## config.mk

```make
export PLATFORM = sky130hd
export DESIGN_NAME = bott_hit
export DESIGN_NICKNAME = d
export VERILOG_FILES = /design/src/hw/rtl/bott_hit.sv
export SDC_FILE = /design/constraint.sdc
export NUM_CORES = 1
export LEC_CHECK = 0
export BUFFER_PORTS_ARGS = -buffer_cell sky130_fd_sc_hd__buf_2
export CAP_MARGIN = 10
export CORE_ASPECT_RATIO = 1.5
export CORE_UTILIZATION = 37
export DETAILED_ROUTE_END_ITERATION = 16
export PLACE_DENSITY = 0.91
export SLEW_MARGIN = 30
export SYNTH_ARGS = -nofsm -noshare
export SYNTH_HDL_FRONTEND = slang
export SYNTH_SLANG_ARGS = --single-unit
```

## constraint.sdc

```tcl
create_clock -name vclk -period 1.38
set_input_delay 0.207 -clock vclk [all_inputs]
set_output_delay 0.207 -clock vclk [all_outputs]
set_load 0.02 [all_outputs]
```

## src/hw/rtl/bott_hit.sv

```systemverilog
// ----------------------------------------------------------------------------
// bott_hit
// Strict rectangle overlap test of the current box against one stored box.
// ----------------------------------------------------------------------------
`default_nettype none

module bott_hit #(
  parameter int CW = 12
) (
  input  logic [4*CW-1:0] cur_i,   // {bottom, right, top, left}
  input  logic [4*CW-1:0] prev_i,  // same packing
  output logic            hit_o
);

  logic [CW-1:0] c_l, c_t, c_r, c_b;
  logic [CW-1:0] p_l, p_t, p_r, p_b;

  assign {c_b, c_r, c_t, c_l} = cur_i;
  assign {p_b, p_r, p_t, p_l} = prev_i;

  assign hit_o = (c_l < p_r) && (c_r > p_l) && (c_t < p_b) && (c_b > p_t);

endmodule

`default_nettype wire
```

### Yosys cells after proc, flatten, opt, wreduce, memory -nomap -nowiden

Cells that the tools add are included.

| storage, ports and cells | value |
|---|---|
| bits in registers | 0 |
| input port bits | 96 |
| output and inout port bits | 1 |
| word-level logic and storage cells | 7 |

| operators by class | value |
|---|---|
| magnitude comparators | 4 |
| reduce and logical (&&, ||, !) cells | 3 |

Operator list:

| operator | number |
|---|---|
| $gt 12x12->1 | 2 |
| $lt 12x12->1 | 2 |
| $logic_and 1x1->1 | 3 |

### Logic depth before layout (Yosys ltp)

| logic depth | value |
|---|---|
| word-level depth | 4 |
| depth in mapped cells | 7 |
| depth with buffers taken out | 7 |

### Least setup slack after synthesis

OpenSTA, ideal clock, no wires.

| timing | value |
|---|---|
| kind | input port to output port |
| start point | input prev_i[33] |
| end point | output hit_o |
| data arrival time | 1.728 ns |
| path slack | -0.555 ns |
| buffers on the path | 0 |
| stages | 7 |
| required time | 1.173 ns |
| cells stage by stage | inv_1 ha_1 a21o_1 a21o_1 a22oi_1 o311ai_1 nor4_1 |

| on the way | value |
|---|---|
| word-level cells in the longest chain between the ends | 4 |

Ends and longest elaborated chain:

| element | line | RTL |
|---|---|---|
| start: declaration | 11 | `input logic [4*CW-1:0] prev_i,` |
| $lt 12x12->1 | 21 | `assign hit_o = (c_l < p_r) && (c_r > p_l) && (c_t < p_b) && (c_b > p_t);` |
| $logic_and 1x1->1 (3 in series) | 21 |  |
| end: declaration | 12 | `output logic hit_o` |

Every way passes these cells.

### Worst setup path in the final report

Same ends and word-level chain as after synthesis.

==> flow_summary.toml <==
[setup_path]
crit_slowest_cell = "ha_4"
arrival_ns = 1.66
criticalPathCategory = "input pin to output port"
crit_path_start_kind = "input pin"
crit_top_cell = "a21o_1"
path_buf_inv = 3
worstSetupEndpointType = "output port"
crit_fanout = 2
crit_family = "compound AO/OA/AOI/OAI gates"
worstPathRequired_ns = 1.17
cp_cell_sequence = "clkbuf_4, inv_12, ha_4, a21o_1, a21o_1, a22oi_2, o311ai_2, nor4_2, buf_4"
crit_path_max_incr_delay_ns = 0.23

[synth]
yosysTopAreaCellShare_pct = 50.33
synth_area_um2 = 1144
yosys.area_share.simple_pct = 14.66
yosysMostFrequentCell = "inv_1"
avgSynthCellArea_um2 = 7.238
synth_xor_area_share_pct = 0
syn-num-nets = 300
synth_mux_area_share_pct = 0
synth_top_family_by_area = "adder cells"
synthTopCellsByArea = "ha_1 50%, inv_1 15%, a21oi_1 5.7%"
synth_commonest_cells = "47 x inv_1, 46 x ha_1, 13 x a21oi_1, 8 x nand4_1, 7 x a21o_1"
synth.distinct_cells = 22
postSynthCellCount = 158
yosysTopAreaCell = "ha_1"
synth-compound-area-share_pct = 19.58
synthAdderAreaFrac_pct = 50.33
yosys_warnings = 0
synth_seq_area_share_pct = 0

[sta]
tightestPinTransition_ns = 0.3268
hold_viol_final = 0
fin_crit_ns = 1.871
post-route-period-util_pct = 135.6
relSlewSlack_pct = 78.05
worst_slack_ns = -0.4912
finalSetupViolations = 1
rsz0062_at_grt = "yes"
maxSlewViolCount = 0
max_freq_mhz = 534.4
setup_tns_ns = -0.4912

[status]
violations = "negative setup slack"
status = "finished, violations left"

[detailed_routing]
dr.first_iter.drc_count = 5
post-route-drc-count = 0
vias = 1435
drt-vias-per-instance = 4.799
drt-total-wl_um = 2847
firstDrtPassIters = 4
ant_nets = 0
wl_per_cell_um = 9.522

[power_and_ir_drop]
internal-power_mw = 0.2789
p_seq_share_pct = 0
p_comb_share_pct = 100.0
vdd_drop_max_mv = 0.1424
power.switching_mw = 0.2206
p_per_area_nw_per_um2 = 263.9
p_leak_nw = 1.155
p_clk_share_pct = 0
netSwitchingFraction_pct = 44.17

[placed_design]
io_buffers = 97
dp_cells = 299
preCtsSetupSlack_ns = -0.5523
place_hpwl_um = 2725
gp_congestion = 0.7194

[global_route]
grt_pass1_wl_um = 4429
use_met3_pct = 1.292
grt_pass1_vias = 1333
use_met2_pct = 36.07
overflow = 0
antenna_found_initial = 0
grt_max_degree = 4
grt.busiest_layer = "met2"
global_route.usage.met1_pct = 14.84
grt_usage_pct = 16.79

[finish]
regArea_um2 = 0
n_clock_buffer = 0
multiInputGateArea_um2 = 1117
antenna_cells = 0
fill_cells = 279
syn_to_final_growth_pct = 65.54
drive_above_1_share_pct = 48.46
seq_cells = 0
fin_nets = 404
stdcell_count = 299

[hold_path]
hold_path_end = "hit_o"
holdPathStages = 6
hold_start = "cur_i[23]"
hold_class = "input pin to output port"

[floorplanning]
core_um2 = 2913
io_pins = 97
num_rows = 24
start_util_pct = 39.26
die_w_um = 47.40
die_y_um = 70.09
fp.dieArea_um2 = 3322

[flow_run]
max_cap_violations = 0

[clock_tree]
postCtsHoldBufs = 0
cell usage in the layout, fill, tap and decap left out, types with 2 or more instances in the layout:
master,n
buf_2,95
inv_1,40
ha_1,38
a21oi_1,12
nand4_1,8
ha_4,8
a21o_1,7
buf_4,6
nand3_1,5
nor2_1,5
nand2_1,4
inv_2,3
a211oi_1,3
nor3_1,3
inv_4,2
nor2b_1,2
o211ai_1,2
nor4_2,2
cell families (layout without fill, tap and decap cells):
kind of cell	after synthesis	after routing
AND/OR/NAND/NOR	31	31
buffers and inverters	47	149
adder cells (fa/ha/maj)	46	46
AO/OA/AOI/OAI	34	34
routing by layer:
metal	up-vias	part of all wire [%]
li1	755	-
met1	620	36
met2	58	57
met3	2	5.9
met4	0	0.67
met5	-	0
area by class of cell:
class | count | area share (%)
repair buffers | 102 | 27.89
inverters | 47 | 10.51
multi-input cells | 111 | 59.02
well taps | 39 | 2.578
what timing repair did:
action                     CTS  global route
resized for setup            4             5
pin swaps                    2             0
buffers inserted             0             0
setup endpoints to repair    1             1
power groups by stage:
stage | clock network, mW | logic [mW] | registers, mW
4_1_cts | 0 | 0.493 | 0
5_1_grt | 0 | 0.576 | 0
3_5_place_dp | 0 | 0.480 | 0
6_report | 0 | 0.500 | 0
3_3_place_gp | 0 | 0.462 | 0
2_1_floorplan | 0 | 0.258 | 0
how the worst max path moves through the flow:
stage / from / end / slack, ns / cells past startpoint
finish: prev_i[33] / hit_o / -0.49 / 9
global route: prev_i[13] / hit_o / -0.59 / 10
CTS: prev_i[43] / hit_o / -0.52 / 9
detailed placement: prev_i[33] / hit_o / -0.55 / 9
global placement: prev_i[33] / hit_o / -0.52 / 9
floorplan: prev_i[33] / hit_o / -0.33 / 7
metrics by stage:
stage          hold WS (ns)  area (um^2)  power (mW)  utilization [%]
2_1_floorplan        0.7431         1276      0.2576                -
3_3_place_gp          1.032         1848      0.4617            63.44
3_5_place_dp          1.042         1848      0.4803            63.44
4_1_cts              0.9844         1869      0.4930            64.18
5_1_grt               1.025         1893      0.5760            64.99
6_report             0.9818         1893      0.4996            64.99
Note: power is estimated with default switching activity, not from simulation.
